## src/rtl/core/sha_pkg.sv

```systemverilog
// ----------------------------------------------------------------------------
// sha_pkg: shared types and constants of the SHA-256 stream hasher
// Round constants, initial hash values, action codes and the state encoding
// of the byte and round sequencer.
// ----------------------------------------------------------------------------
package sha_pkg;

  localparam int unsigned RoundCount = 64;
  localparam int unsigned BlockBytes = 64;
  localparam int unsigned LenPos     = 56;

  typedef logic [1:0] action_t;
  localparam action_t ActAbsorb       = 2'd0;
  localparam action_t ActAbsorbFinish = 2'd1;
  localparam action_t ActFinish       = 2'd2;

  localparam logic [7:0] PadByte = 8'h80;

  typedef enum logic [3:0] {
    StIdle,
    StWrite,
    StLoad,
    StRound,
    StFold,
    StPadFill,
    StPadLen,
    StEmit
  } state_e;

  // Request from the sequencer into the compression unit.
  typedef struct packed {
    logic start;
    logic init;
  } cmp_ctrl_t;

  typedef logic [255:0] chain_t;

  localparam chain_t InitHash = {
    32'h6A09E667, 32'hBB67AE85, 32'h3C6EF372, 32'hA54FF53A,
    32'h510E527F, 32'h9B05688C, 32'h1F83D9AB, 32'h5BE0CD19
  };

  function automatic logic [31:0] round_k(input logic [5:0] idx);
    logic [31:0] k;
    case (idx)
      6'd0: k = 32'h428A2F98;  6'd1: k = 32'h71374491;  6'd2: k = 32'hB5C0FBCF;
      6'd3: k = 32'hE9B5DBA5;  6'd4: k = 32'h3956C25B;  6'd5: k = 32'h59F111F1;
      6'd6: k = 32'h923F82A4;  6'd7: k = 32'hAB1C5ED5;  6'd8: k = 32'hD807AA98;
      6'd9: k = 32'h12835B01;  6'd10: k = 32'h243185BE; 6'd11: k = 32'h550C7DC3;
      6'd12: k = 32'h72BE5D74; 6'd13: k = 32'h80DEB1FE; 6'd14: k = 32'h9BDC06A7;
      6'd15: k = 32'hC19BF174; 6'd16: k = 32'hE49B69C1; 6'd17: k = 32'hEFBE4786;
      6'd18: k = 32'h0FC19DC6; 6'd19: k = 32'h240CA1CC; 6'd20: k = 32'h2DE92C6F;
      6'd21: k = 32'h4A7484AA; 6'd22: k = 32'h5CB0A9DC; 6'd23: k = 32'h76F988DA;
      6'd24: k = 32'h983E5152; 6'd25: k = 32'hA831C66D; 6'd26: k = 32'hB00327C8;
      6'd27: k = 32'hBF597FC7; 6'd28: k = 32'hC6E00BF3; 6'd29: k = 32'hD5A79147;
      6'd30: k = 32'h06CA6351; 6'd31: k = 32'h14292967; 6'd32: k = 32'h27B70A85;
      6'd33: k = 32'h2E1B2138; 6'd34: k = 32'h4D2C6DFC; 6'd35: k = 32'h53380D13;
      6'd36: k = 32'h650A7354; 6'd37: k = 32'h766A0ABB; 6'd38: k = 32'h81C2C92E;
      6'd39: k = 32'h92722C85; 6'd40: k = 32'hA2BFE8A1; 6'd41: k = 32'hA81A664B;
      6'd42: k = 32'hC24B8B70; 6'd43: k = 32'hC76C51A3; 6'd44: k = 32'hD192E819;
      6'd45: k = 32'hD6990624; 6'd46: k = 32'hF40E3585; 6'd47: k = 32'h106AA070;
      6'd48: k = 32'h19A4C116; 6'd49: k = 32'h1E376C08; 6'd50: k = 32'h2748774C;
      6'd51: k = 32'h34B0BCB5; 6'd52: k = 32'h391C0CB3; 6'd53: k = 32'h4ED8AA4A;
      6'd54: k = 32'h5B9CCA4F; 6'd55: k = 32'h682E6FF3; 6'd56: k = 32'h748F82EE;
      6'd57: k = 32'h78A5636F; 6'd58: k = 32'h84C87814; 6'd59: k = 32'h8CC70208;
      6'd60: k = 32'h90BEFFFA; 6'd61: k = 32'hA4506CEB; 6'd62: k = 32'hBEF9A3F7;
      default: k = 32'hC67178F2;
    endcase
    return k;
  endfunction

endpackage

```

## src/rtl/core/sha_block_mem.sv

```systemverilog
// ----------------------------------------------------------------------------
// sha_block_mem: message block buffer
// 16 x 32-bit synchronous memory with byte-lane writes and one registered
// read port. Holds the block in big-endian word order.
// ----------------------------------------------------------------------------
module sha_block_mem
  import sha_pkg::*;
(
  input  logic        clk_i,
  input  logic        we_i,
  input  logic [3:0]  waddr_i,
  input  logic [3:0]  wbe_i,
  input  logic [31:0] wdata_i,
  input  logic [3:0]  raddr_i,
  output logic [31:0] rdata_o
);

  logic [31:0] mem [16];

  // Write enabled byte lanes
  always_ff @(posedge clk_i) begin
    if (we_i) begin
      for (int b = 0; b < 4; b++) begin
        if (wbe_i[b]) begin
          mem[waddr_i][b*8 +: 8] <= wdata_i[b*8 +: 8];
        end
      end
    end
  end

  // Registered read
  always_ff @(posedge clk_i) begin
    rdata_o <= mem[raddr_i];
  end

endmodule

```

## src/rtl/core/sha_compress.sv

```systemverilog
// ----------------------------------------------------------------------------
// sha_compress: SHA-256 round engine
// Takes one schedule word per cycle during the first 16 rounds, expands the
// rest in a 16-word window, runs one round per cycle and folds the working
// variables into the chain words at the end.
// ----------------------------------------------------------------------------
module sha_compress
  import sha_pkg::*;
(
  input  logic        clk_i,
  input  logic        rst_ni,
  input  cmp_ctrl_t   ctrl_i,
  input  logic [31:0] word_i,
  output logic [3:0]  raddr_o,
  output logic        busy_o,
  output chain_t      chain_o
);

  chain_t       chain_q, chain_d;
  logic [31:0]  var_q [8];
  logic [31:0]  var_d [8];
  logic [31:0]  win_q [16];
  logic [31:0]  win_d [16];
  logic [6:0]   cnt_q, cnt_d;
  logic         run_q, run_d;
  logic         fold_q, fold_d;

  logic [31:0] w, t1, t2, s0, s1, w15, w2, e, a;
  logic [5:0]  rnd;

  function automatic logic [31:0] ror(input logic [31:0] v, input int n);
    return (v >> n) | (v << (32 - n));
  endfunction

  // The round counter catches up with the memory read address in the next cycle
  assign rnd     = cnt_q[5:0];
  assign raddr_o = run_q ? cnt_d[3:0] : 4'd0;
  assign busy_o  = run_q | fold_q | ctrl_i.start;
  assign chain_o = chain_q;

  always_comb begin
    w15 = win_q[1];
    w2  = win_q[14];
    s0  = ror(w15, 7) ^ ror(w15, 18) ^ (w15 >> 3);
    s1  = ror(w2, 17) ^ ror(w2, 19) ^ (w2 >> 10);
    w   = (rnd < 6'd16) ? word_i : (win_q[0] + s0 + win_q[9] + s1);
    e   = var_q[4];
    a   = var_q[0];
    t1  = var_q[7] + (ror(e, 6) ^ ror(e, 11) ^ ror(e, 25))
        + ((e & var_q[5]) ^ (~e & var_q[6])) + round_k(rnd) + w;
    t2  = (ror(a, 2) ^ ror(a, 13) ^ ror(a, 22))
        + ((a & var_q[1]) ^ (a & var_q[2]) ^ (var_q[1] & var_q[2]));
  end

  // Sequence rounds and fold
  always_comb begin
    chain_d = chain_q;
    var_d   = var_q;
    win_d   = win_q;
    cnt_d   = cnt_q;
    run_d   = run_q;
    fold_d  = 1'b0;
    if (ctrl_i.init) begin
      chain_d = InitHash;
    end
    if (ctrl_i.start) begin
      run_d = 1'b1;
      cnt_d = 7'd0;
      for (int i = 0; i < 8; i++) var_d[i] = chain_q[(7-i)*32 +: 32];
    end else if (run_q) begin
      // word_i is valid in the cycle after its read address is presented
      cnt_d = cnt_q + 7'd1;
      for (int i = 0; i < 15; i++) win_d[i] = win_q[i+1];
      win_d[15] = w;
      var_d[7] = var_q[6]; var_d[6] = var_q[5]; var_d[5] = var_q[4];
      var_d[4] = var_q[3] + t1;
      var_d[3] = var_q[2]; var_d[2] = var_q[1]; var_d[1] = var_q[0];
      var_d[0] = t1 + t2;
      if (cnt_q == 7'(RoundCount - 1)) begin
        run_d  = 1'b0;
        fold_d = 1'b1;
      end
    end else if (fold_q) begin
      for (int i = 0; i < 8; i++) begin
        chain_d[(7-i)*32 +: 32] = chain_q[(7-i)*32 +: 32] + var_q[i];
      end
    end
  end

  always_ff @(posedge clk_i or negedge rst_ni) begin
    if (!rst_ni) begin
      chain_q <= InitHash;
      cnt_q   <= '0;
      run_q   <= 1'b0;
      fold_q  <= 1'b0;
    end else begin
      chain_q <= chain_d;
      cnt_q   <= cnt_d;
      run_q   <= run_d;
      fold_q  <= fold_d;
    end
  end

  always_ff @(posedge clk_i) begin
    var_q <= var_d;
    win_q <= win_d;
  end

endmodule

```

## src/rtl/core/sha256_stream_hasher_core.sv

```systemverilog
// ----------------------------------------------------------------------------
// sha256_stream_hasher_core: streaming SHA-256 engine
// Byte input channel, digest output channel of four 64-bit words.
// ----------------------------------------------------------------------------
// Usage:
//   Input channel (in_valid_i/in_ready_o) carries one word per item: an
//   action and a message byte. Absorb writes the byte into the block buffer
//   memory; the 64th byte of a block starts a compression.
//   Output channel (out_valid_o/out_ready_i) carries four digest words after
//   each finish, part_index 0..3, last_part on the fourth.
// Sequence:
//   A plain absorb that does not close a block goes straight back to idle.
//   A full block adds a read lead-in, 64 rounds, one fold and one check
//   that the round engine is done.
//   Finish pads in place: padding and length word writes, one or two
//   compressions, then four output words.
// Reset: chain words take the initial hash values, fill and bit counts clear;
//   the buffer memory is not cleared and needs no sweep.
// Stall: a held output word holds the block; no input is taken until the
//   last digest word leaves.
// ----------------------------------------------------------------------------
module sha256_stream_hasher_core
  import sha_pkg::*;
(
  input  logic        clk_i,
  input  logic        rst_ni,
  input  logic        in_valid_i,
  output logic        in_ready_o,
  input  logic [1:0]  action_i,
  input  logic [7:0]  data_byte_i,
  output logic        out_valid_o,
  input  logic        out_ready_i,
  output logic [63:0] digest_part_o,
  output logic [1:0]  part_index_o,
  output logic        last_part_o
);

  state_e      state_q, state_d;
  logic [5:0]  fill_q, fill_d;
  logic [63:0] bits_q, bits_d;
  logic [63:0] total_q, total_d;
  logic        fin_q, fin_d;       // finish pending after current compress
  logic        second_q, second_d; // length block or final compression still to go
  logic [3:0]  pw_q, pw_d;         // pad word pointer
  logic [1:0]  part_q, part_d;

  logic        we;
  logic [3:0]  waddr, wbe;
  logic [31:0] wdata;
  logic [3:0]  raddr;
  logic [31:0] rdata;
  cmp_ctrl_t   cctl;
  logic        busy;
  chain_t      chain;
  logic        acc;

  sha_block_mem u_mem (
    .clk_i, .we_i(we), .waddr_i(waddr), .wbe_i(wbe), .wdata_i(wdata),
    .raddr_i(raddr), .rdata_o(rdata)
  );

  sha_compress u_cmp (
    .clk_i, .rst_ni, .ctrl_i(cctl), .word_i(rdata), .raddr_o(raddr),
    .busy_o(busy), .chain_o(chain)
  );

  assign in_ready_o    = (state_q == StIdle);
  assign acc           = in_valid_i & in_ready_o;
  assign out_valid_o   = (state_q == StEmit) && !second_q;
  assign digest_part_o = chain[(3 - part_q)*64 +: 64];
  assign part_index_o  = part_q;
  assign last_part_o   = (part_q == 2'd3);

  // Next state, memory writes and compression requests
  always_comb begin
    logic [3:0] fw;
    logic [1:0] fb;
    state_d  = state_q;
    fill_d   = fill_q;
    bits_d   = bits_q;
    total_d  = total_q;
    fin_d    = fin_q;
    second_d = second_q;
    pw_d     = pw_q;
    part_d   = part_q;
    we       = 1'b0;
    waddr    = fill_q[5:2];
    wbe      = '0;
    wdata    = '0;
    cctl     = '0;
    fw       = fill_q[5:2];
    fb       = fill_q[1:0];
    case (state_q)
      StIdle: begin
        if (acc) begin
          if (action_i == ActAbsorb || action_i == ActAbsorbFinish) begin
            we    = 1'b1;
            wbe   = 4'b1000 >> fb;
            wdata = {4{data_byte_i}};
            fin_d = (action_i == ActAbsorbFinish);
            if (fill_q == 6'(BlockBytes - 1)) begin
              fill_d  = '0;
              bits_d  = bits_q + 64'd512;
              state_d = StLoad;
            end else begin
              fill_d  = fill_q + 6'd1;
              state_d = fin_d ? StPadFill : StIdle;
              pw_d    = fill_d[5:2];
            end
          end else if (action_i == ActFinish) begin
            fin_d   = 1'b1;
            state_d = StPadFill;
            pw_d    = fw;
          end
        end
      end
      StLoad: begin
        cctl.start = 1'b1;
        state_d    = StRound;
      end
      StRound: begin
        if (!busy) begin
          if (second_q) begin
            second_d = 1'b0;
            pw_d     = '0;
            state_d  = StPadLen;
          end else if (fin_q) begin
            pw_d    = '0;
            state_d = StPadFill;
          end else begin
            state_d = StIdle;
          end
        end
      end
      StPadFill: begin
        // First pass: 0x80 at fill, zero the rest of the word then later ones
        if (pw_q == fw) begin
          total_d = bits_q + {55'd0, fill_q, 3'd0};
        end
        we    = 1'b1;
        waddr = pw_q;
        if (pw_q == fw) begin
          wbe   = 4'b1111 >> fb;
          wdata = {PadByte, 24'd0} >> {fb, 3'd0};
        end else begin
          wbe   = 4'b1111;
          wdata = '0;
        end
        if (pw_q == 4'd15) begin
          if (fill_q >= 6'(LenPos)) begin
            second_d = 1'b1;
            fin_d    = 1'b0;
            fill_d   = '0;
            state_d  = StLoad;
          end else begin
            we      = 1'b1;
            state_d = StPadLen;
            pw_d    = 4'd14;
          end
        end else begin
          pw_d = pw_q + 4'd1;
        end
        if (pw_q == 4'd15 && fill_q < 6'(LenPos)) begin
          wbe = (pw_q == fw) ? (4'b1111 >> fb) : 4'b1111;
        end
      end
      StPadLen: begin
        // Length words; a fresh length block needs all 16 words zeroed
        we    = 1'b1;
        waddr = pw_q;
        wbe   = 4'b1111;
        if (pw_q == 4'd14) wdata = total_q[63:32];
        else if (pw_q == 4'd15) wdata = total_q[31:0];
        else wdata = '0;
        if (pw_q == 4'd15) begin
          fin_d   = 1'b0;
          fill_d  = '0;
          bits_d  = '0;
          part_d  = '0;
          state_d = StFold;
        end else begin
          pw_d = pw_q + 4'd1;
        end
      end
      StFold: begin
        cctl.start = 1'b1;
        state_d    = StEmit;
        second_d   = 1'b1;
      end
      StEmit: begin
        if (second_q && busy) begin
          state_d = StEmit;
        end
        if (second_q) begin
          // wait for final compression before presenting the digest
          if (!busy) second_d = 1'b0;
        end else if (out_ready_i) begin
          part_d = part_q + 2'd1;
          if (part_q == 2'd3) begin
            cctl.init = 1'b1;
            state_d   = StIdle;
          end
        end
      end
      default: state_d = StIdle;
    endcase
  end

  always_ff @(posedge clk_i or negedge rst_ni) begin
    if (!rst_ni) begin
      state_q  <= StIdle;
      fill_q   <= '0;
      bits_q   <= '0;
      fin_q    <= 1'b0;
      second_q <= 1'b0;
      pw_q     <= '0;
      part_q   <= '0;
    end else begin
      state_q  <= state_d;
      fill_q   <= fill_d;
      bits_q   <= bits_d;
      fin_q    <= fin_d;
      second_q <= second_d;
      pw_q     <= pw_d;
      part_q   <= part_d;
    end
  end

  always_ff @(posedge clk_i) begin
    total_q <= total_d;
  end

`ifndef SYNTH
  a_no_accept_busy: assert property (@(posedge clk_i) disable iff (!rst_ni)
    busy |-> !in_ready_o) else $error("input taken during compression");
  a_part_wraps: assert property (@(posedge clk_i) disable iff (!rst_ni)
    (out_valid_o && out_ready_i && last_part_o) |=> in_ready_o)
    else $error("block did not return to idle after digest");
  a_fill_clear: assert property (@(posedge clk_i) disable iff (!rst_ni)
    (out_valid_o && out_ready_i && last_part_o) |=> (fill_q == 6'd0))
    else $error("fill count not cleared after finish");
`endif

endmodule
```

## config.mk

```make
export PLATFORM = sky130hd
export DESIGN_NAME = sha256_stream_hasher_core
export DESIGN_NICKNAME = d
export VERILOG_FILES = /design/src/rtl/core/sha_pkg.sv /design/src/rtl/core/sha_block_mem.sv /design/src/rtl/core/sha_compress.sv /design/src/rtl/core/sha256_stream_hasher_core.sv
export SDC_FILE = /design/constraint.sdc
export NUM_CORES = 2
export LEC_CHECK = 0
export BUFFER_PORTS_ARGS = -buffer_cell sky130_fd_sc_hd__buf_2
export CAP_MARGIN = 30
export CORE_ASPECT_RATIO = 1.75
export CORE_MARGIN = 2
export CORE_UTILIZATION = 54
export DETAILED_ROUTE_END_ITERATION = 7
export GPL_TIMING_DRIVEN = 0
export PLACE_DENSITY = 0.72
export SLEW_MARGIN = 20
export SYNTH_ARGS = -nofsm -noshare
export SYNTH_HDL_FRONTEND = slang
export SYNTH_SLANG_ARGS = --single-unit
export TNS_END_PERCENT = 1
```

## constraint.sdc

```tcl
create_clock -name clk_i -period 9.45 [get_ports clk_i]
set_input_delay 0.945 -clock clk_i [delete_from_list [all_inputs] [get_ports clk_i]]
set_output_delay 0.945 -clock clk_i [all_outputs]
set_load 0.1 [all_outputs]
```

* Word-level counts from Yosys, hierarchy flattened
Memory sizes are Yosys's and may differ from the RTL's. A register that Yosys moved wholly into a read port is not among the register bits. Index checks and enable logic that the tools add are counted.
Storage, ports and cells: register bits after elaboration 1179, bits in writable memories 512, ROM bits 2048, input bits 14, output and inout port bits 69, word-level logic and storage cells 255, memories kept 2
Memory list:
- (no name shown) | depth 64, width 32, rd ports 1, clocked after Yosys merged registers in 0, wr ports 0, line sha_pkg.sv:45 | case (idx)
- u_mem.mem | depth 16, width 32, rd ports 1, clocked after Yosys merged registers in 1, wr ports 1, line sha_block_mem.sv:18 | logic [31:0] mem [16];
Cells by class: $add $sub $neg 25, order comparisons 2, eq/ne operators 28, shifts and indexed selects 4, mux-type cells 103, bitwise logic cells 31, reduce and logical (&&, ||, !) cells 23
Operators by type and width (count):
- $mux W256 | 6
- $add A32 B32 Y32 | 18
- $xor A32 B32 Y32 | 9
- $mux W64 | 4
- $shiftx A256 B33 Y64 | 1
- $mux W32 | 6
- $and A32 B32 Y32 | 5
- $pmux W64 S2 | 1
- $mux W4 | 25
- $pmux W32 S3 | 1
- $add A64 B10 Y64 const B | 1
- $add A64 B9 Y64 | 1
- $mux W1 | 36
- $mux W6 | 6
- $not A32 Y32 | 1
- $or A10 B32 Y32 | 1
- $or A13 B32 Y32 | 1
- $or A14 B32 Y32 | 1
- $or A15 B32 Y32 | 1
- $or A19 B32 Y32 | 1
- $or A21 B32 Y32 | 1
- $or A25 B32 Y32 | 1
- $or A26 B32 Y32 | 1
- $or A30 B32 Y32 | 1
- other kinds (52) | 86

* Longest topological paths before layout
depth in word-level cells 11, mapped depth 43

* Hierarchy
Synthesis repeated with hierarchy kept, for this count alone.
Second synthesis, totals: cell total of the unflattened synthesis 7683, area, all modules 93724.9 µm²
By module, submodules not included:
- sha_compress | times used 1, cells each 5995, area each 65027.4 µm²
- sha_block_mem | times used 1, cells each 909, area each 20099.3 µm²
- sha256_stream_hasher_core | times used 1, cells each 779, area each 8598.2 µm²

* Worst setup path after synthesis
Ideal clock, no wire load.
path kind reg2reg, start point register u_cmp.win_q (netlist bit u_cmp.w15[8]), end point register u_cmp.var_q (netlist bit u_cmp.a[29]) (data pin), library setup time 270 ps, arrival 9077 ps, data required time 9180 ps, setup slack 103 ps, cell stages (with the launch flop) 41, buffers on the path 0, period minus slack after synthesis 9347 ps, cell sequence edfxtp_1 -> xnor2_1 -> xnor2_1 -> fa_1 -> fa_1 -> ha_1 -> fa_1 -> a211oi_1 -> o21a_1 -> o31ai_2 -> a21o_1 -> a21o_1 -> a21oi_1 -> o21bai_1 -> xor2_1 -> nor2_1 -> or2_2 -> fa_1 -> (+5 left out) -> a21o_1 -> a21o_1 -> a21o_1 -> a32oi_1 -> nand2b_1 -> a21oi_1 -> xnor2_1 -> fa_1 -> ha_1 -> a21o_1 -> a21o_1 -> a21oi_1 -> o21ai_0 -> o41a_1 -> a21o_1 -> a21oi_1 -> xor2_1 -> a21oi_1
RTL lines:
- start: declaration | line sha_compress.sv:22 | logic [31:0] win_q [16];
- start signal: assignment | line sha_compress.sv:106 | win_q <= win_d;
- end signal: assignment | line sha_compress.sv:105 | var_q <= var_d;
- end: declaration | line sha_compress.sv:20 | logic [31:0] var_q [8];

==> results.json <==
{
  "clock_tree.buffer_depth": 4,
  "synth_most_common_cell": "sky130_fd_sc_hd__edfxtp_1",
  "detailed_place_hpwl_um": 313000,
  "tns_ns": -9.27,
  "globalRoute.totalOverflow": 0,
  "drt_iter0_markers": 8978,
  "die_area_um2": 178000,
  "num_io_pins": 83,
  "synth.yosys.warnings": 0,
  "finalWorstPathRequiredPeriod_ns": 10.24,
  "timing.critical_path.fanout_max": 10,
  "detailroute.via_count": 77900,
  "worst_ep_required_time_ns": 10.19,
  "ff2ff_path_depth": 34,
  "synth_ff_type": "sky130_fd_sc_hd__edfxtp_1",
  "dr_drc_count": 0,
  "final_hold_viol_count": 0,
  "path_clk_slew_ns": 0.07,
  "final_net_count": 9590,
  "grt_antenna_before_repair": 53,
  "detailed_routing_iterations_pass_1": 6,
  "finalHoldWorstSlack_ns": 0.0822,
  "crit-reg2reg-launch": "u_cmp.cnt_q[3]$_DFF_PN0_",
  "netlist_instances": 8494,
  "path_common_cell": "sky130_fd_sc_hd__a21o_1",
  "synth.cell_area_um2": 94400,
  "routedWlPerCell_um": 36.7,
  "finalSetupViolCount": 24,
  "initial_utilization_pct": 54.2,
  "floorplan.rows": 203,
  "portBuffers": 81,
  "violations_in_the_final_reports": "setup timing",
  "core_area_um2": 174000,
  "layout_setup_ws_ns": -0.791,
  "synth_top_cell_by_area": "sky130_fd_sc_hd__edfxtp_1",
  "critical-path-max-stage-delay_ns": 0.74,
  "worstSetupStartpointType": "flip-flop",
  "post_route_cells_drive_above_1_share_pct": 14.0,
  "route.detailed.vias_per_inst": 6.84,
  "cts.root.buffer_cell": "sky130_fd_sc_hd__clkbuf_16",
  "fin_worst_skew_ns": 0.0773,
  "number_of_nets_produced_by_synthesis": 9115,
  "r2r_slack_ns": -0.79,
  "largest_net_degree_at_the_start_of_global_routing": 125,
  "status": "finished, violations left",
  "synth_area_leaders": "sky130_fd_sc_hd__edfxtp_1 (43%), sky130_fd_sc_hd__ha_1 (5.4%), sky130_fd_sc_hd__dfrtp_1 (5.4%), sky130_fd_sc_hd__fa_1 (4.2%), sky130_fd_sc_hd__nand2_1 (3.8%)",
  "worst_r2r_endpoint": "u_cmp.a[31]$_DFFE_PP_",
  "first_global_vias": 77700,
  "number_of_nets_with_antenna_violations_after_detailed_routing": 0,
  "critical_path_arrival_ns": 10.98,
  "synth_enable_flop_cells": 1341,
  "htreeDepth": 4,
  "insertion_delay_ns": 0.90,
  "routed_wirelength_um": 418000,
  "ys_seq_elements": 1711,
  "synth_largest_type_area_fraction_pct": 42.7,
  "cpMaxStageDelayCell": "sky130_fd_sc_hd__clkbuf_1",
  "ctsHoldBuffers": 0,
  "timing.slew.headroom_pct": 19.7,
  "cts_sinks": 1711,
  "worst_slew_pin_slew_ns": 1.20,
  "finalWeightedCongestion": 1.18,
  "max_freq_mhz": 97.7,
  "postSynthAreaPerCell_um2": 11.1,
  "ys_seq_area_share_pct": 52.5,
  "cts_inserted_buffers": 169,
  "share_of_flip_flops_with_an_asynchronous_set_or_reset_after_synthesis_pct": 19.8,
  "gr-usage-all-layers_pct": 47.6,
  "post_route_clock_period_utilization_pct": 108,
  "setup.worst_path.end_class": "flip-flop",
  "post_synth_num_cell_types": 114,
  "grt_setup_unrepaired": "true",
  "final_slew_violations": 0,
  "wire_length_of_the_first_global_routing_pass_um": 583000,
  "areaGrowthSynthToFinish_pct": 13.9,
  "worstSetupPathType": "flip-flop to flip-flop",
  "cts_tree": "done",
  "ys_top_cells_by_count": "sky130_fd_sc_hd__edfxtp_1 (1341), sky130_fd_sc_hd__nand2_1 (967), sky130_fd_sc_hd__o21ai_0 (664)",
  "drv_cap": 0,
  "die_height_um": 557,
  "width_of_the_chip_um": 320,
  "min_path_type": "input port to asynchronous set/reset pin"
}
timing repair:
item	4_1_cts	5_1_grt
endpoints found under the setup margin	43	38
buffers inserted	57	43
resized for setup	205	103
pin swaps	83	68
metal layers:
| metal | GRT usage, % | up-vias | wire length [µm] |
|---|---|---|---|
| met5 | 0.434 | - | 253 |
| met1 | 42.3 | 37600 | 116000 |
| li1 | - | 31800 | - |
| met4 | 58.0 | 30 | 66800 |
| met3 | 17.4 | 2793 | 39700 |
| met2 | 76.2 | 5696 | 195000 |
metrics by stage:
step | std cells | area (µm²) | worst slack (ns) | utilization [%]
floorplan | 8494 | 94400 | 0.103 | -
global placement | 10800 | 97600 | -3.60 | 56.0
detailed placement | 10900 | 99100 | -3.21 | 56.9
CTS | 11300 | 106000 | -0.678 | 60.8
global route | 11400 | 107000 | -0.854 | 61.7
finish | 11400 | 107000 | -0.791 | 61.7
layout make-up:
class / instances / area (µm²)
flip-flops and latches: 1711 / 49500
repair buffers: 310 / 2920
fillers: 14000 / 66700
clock buffers: 220 / 4650
plain buffers: 499 / 2100
diodes: 36 / 90.1
clock inverters: 81 / 916
multi-input cells: 5894 / 43000
well taps: 2255 / 2820
inverters: 384 / 1470
cells in the final DEF, fill, tap and decap left out, types with 36 or more instances in the layout:
cell type / instances
sky130_fd_sc_hd__o21bai_1: 46
sky130_fd_sc_hd__buf_4: 118
sky130_fd_sc_hd__xor2_1: 222
sky130_fd_sc_hd__a21oi_1: 490
sky130_fd_sc_hd__fa_1: 188
sky130_fd_sc_hd__clkbuf_1: 382
sky130_fd_sc_hd__mux2_2: 80
sky130_fd_sc_hd__ha_1: 376
sky130_fd_sc_hd__xnor2_1: 346
sky130_fd_sc_hd__clkbuf_2: 80
sky130_fd_sc_hd__nor3_1: 209
sky130_fd_sc_hd__a311oi_1: 50
sky130_fd_sc_hd__inv_1: 369
sky130_fd_sc_hd__nand2_1: 965
sky130_fd_sc_hd__nand2b_1: 53
sky130_fd_sc_hd__mux4_2: 73
sky130_fd_sc_hd__buf_6: 56
sky130_fd_sc_hd__o21a_1: 53
sky130_fd_sc_hd__nor2_1: 445
sky130_fd_sc_hd__dfstp_2: 136
sky130_fd_sc_hd__mux2i_1: 102
sky130_fd_sc_hd__buf_1: 42
sky130_fd_sc_hd__or3_1: 48
sky130_fd_sc_hd__o21ai_0: 645
sky130_fd_sc_hd__a211oi_1: 41
sky130_fd_sc_hd__diode_2: 36
sky130_fd_sc_hd__and3_1: 66
sky130_fd_sc_hd__edfxtp_1: 1341
sky130_fd_sc_hd__clkbuf_16: 173
sky130_fd_sc_hd__buf_2: 98
sky130_fd_sc_hd__dfrtp_1: 198
sky130_fd_sc_hd__a31oi_1: 85
sky130_fd_sc_hd__o211ai_1: 65
sky130_fd_sc_hd__nand3_1: 347
sky130_fd_sc_hd__nor2b_1: 40
sky130_fd_sc_hd__a21o_1: 198
worst max-delay path, delay by kind of cell (launching register included):
kind                     cells  cell delay [ns]
buffers and inverters        7             2.14
flip-flops                   1             0.42
adder cells (fa/ha/maj)      6             2.53
AND/OR/NAND/NOR              5             1.26
AO/OA/AOI/OAI               14             3.25
XOR/XNOR                     2             0.46
cells by family after synthesis:
logic type,share of synthesized area [%]
other,0.00397
multiplexers,3.84
XOR/XNOR,5.75
AO/OA/AOI/OAI,13.0
AND/OR/NAND/NOR,11.4
adder cells (fa/ha/maj),9.81
flip-flops,52.5
buffers and inverters,3.62
worst max-delay path by stage:
stage / start / to / slack (ns)
final: u_cmp.cnt_q[3]$_DFF_PN0_ / u_cmp.a[31]$_DFFE_PP_ / -0.79
after global placement: u_cmp.cnt_q[2]$_DFF_PN0_ / u_cmp.a[30]$_DFFE_PP_ / -3.60
after detailed placement: u_cmp.cnt_q[2]$_DFF_PN0_ / u_cmp.a[30]$_DFFE_PP_ / -3.21
after global routing: u_cmp.w15[4]$_DFFE_PP_ / u_cmp.a[31]$_DFFE_PP_ / -0.85
after CTS: u_cmp.w2[18]$_DFFE_PP_ / u_cmp.a[30]$_DFFE_PP_ / -0.68
after floorplan: u_cmp.w15[8]$_DFFE_PP_ / u_cmp.a[29]$_DFFE_PP_ / 0.10
sequential cells by signal, summed over array words and instances, names as in the netlist:
name	cells
u_cmp.w2	32
u_cmp.e	32
u_cmp.cnt_q	7
pw_q	4
fin_q	1
second_q	1
total_q	61
u_mem.mem	512
part_index_o	2
u_cmp.fold_q	1
u_mem.rdata_o	32
bits_q	55
u_cmp.run_q	1
u_cmp.win_q	448
fill_q	6
u_cmp.a	32
u_cmp.w15	32
u_cmp.var_q	192
u_cmp.chain_o	256
state_q	4
Power is left out: the tool's default activity adds up to more than one toggle a clock period on the data nets, which glitch-free logic cannot reach.
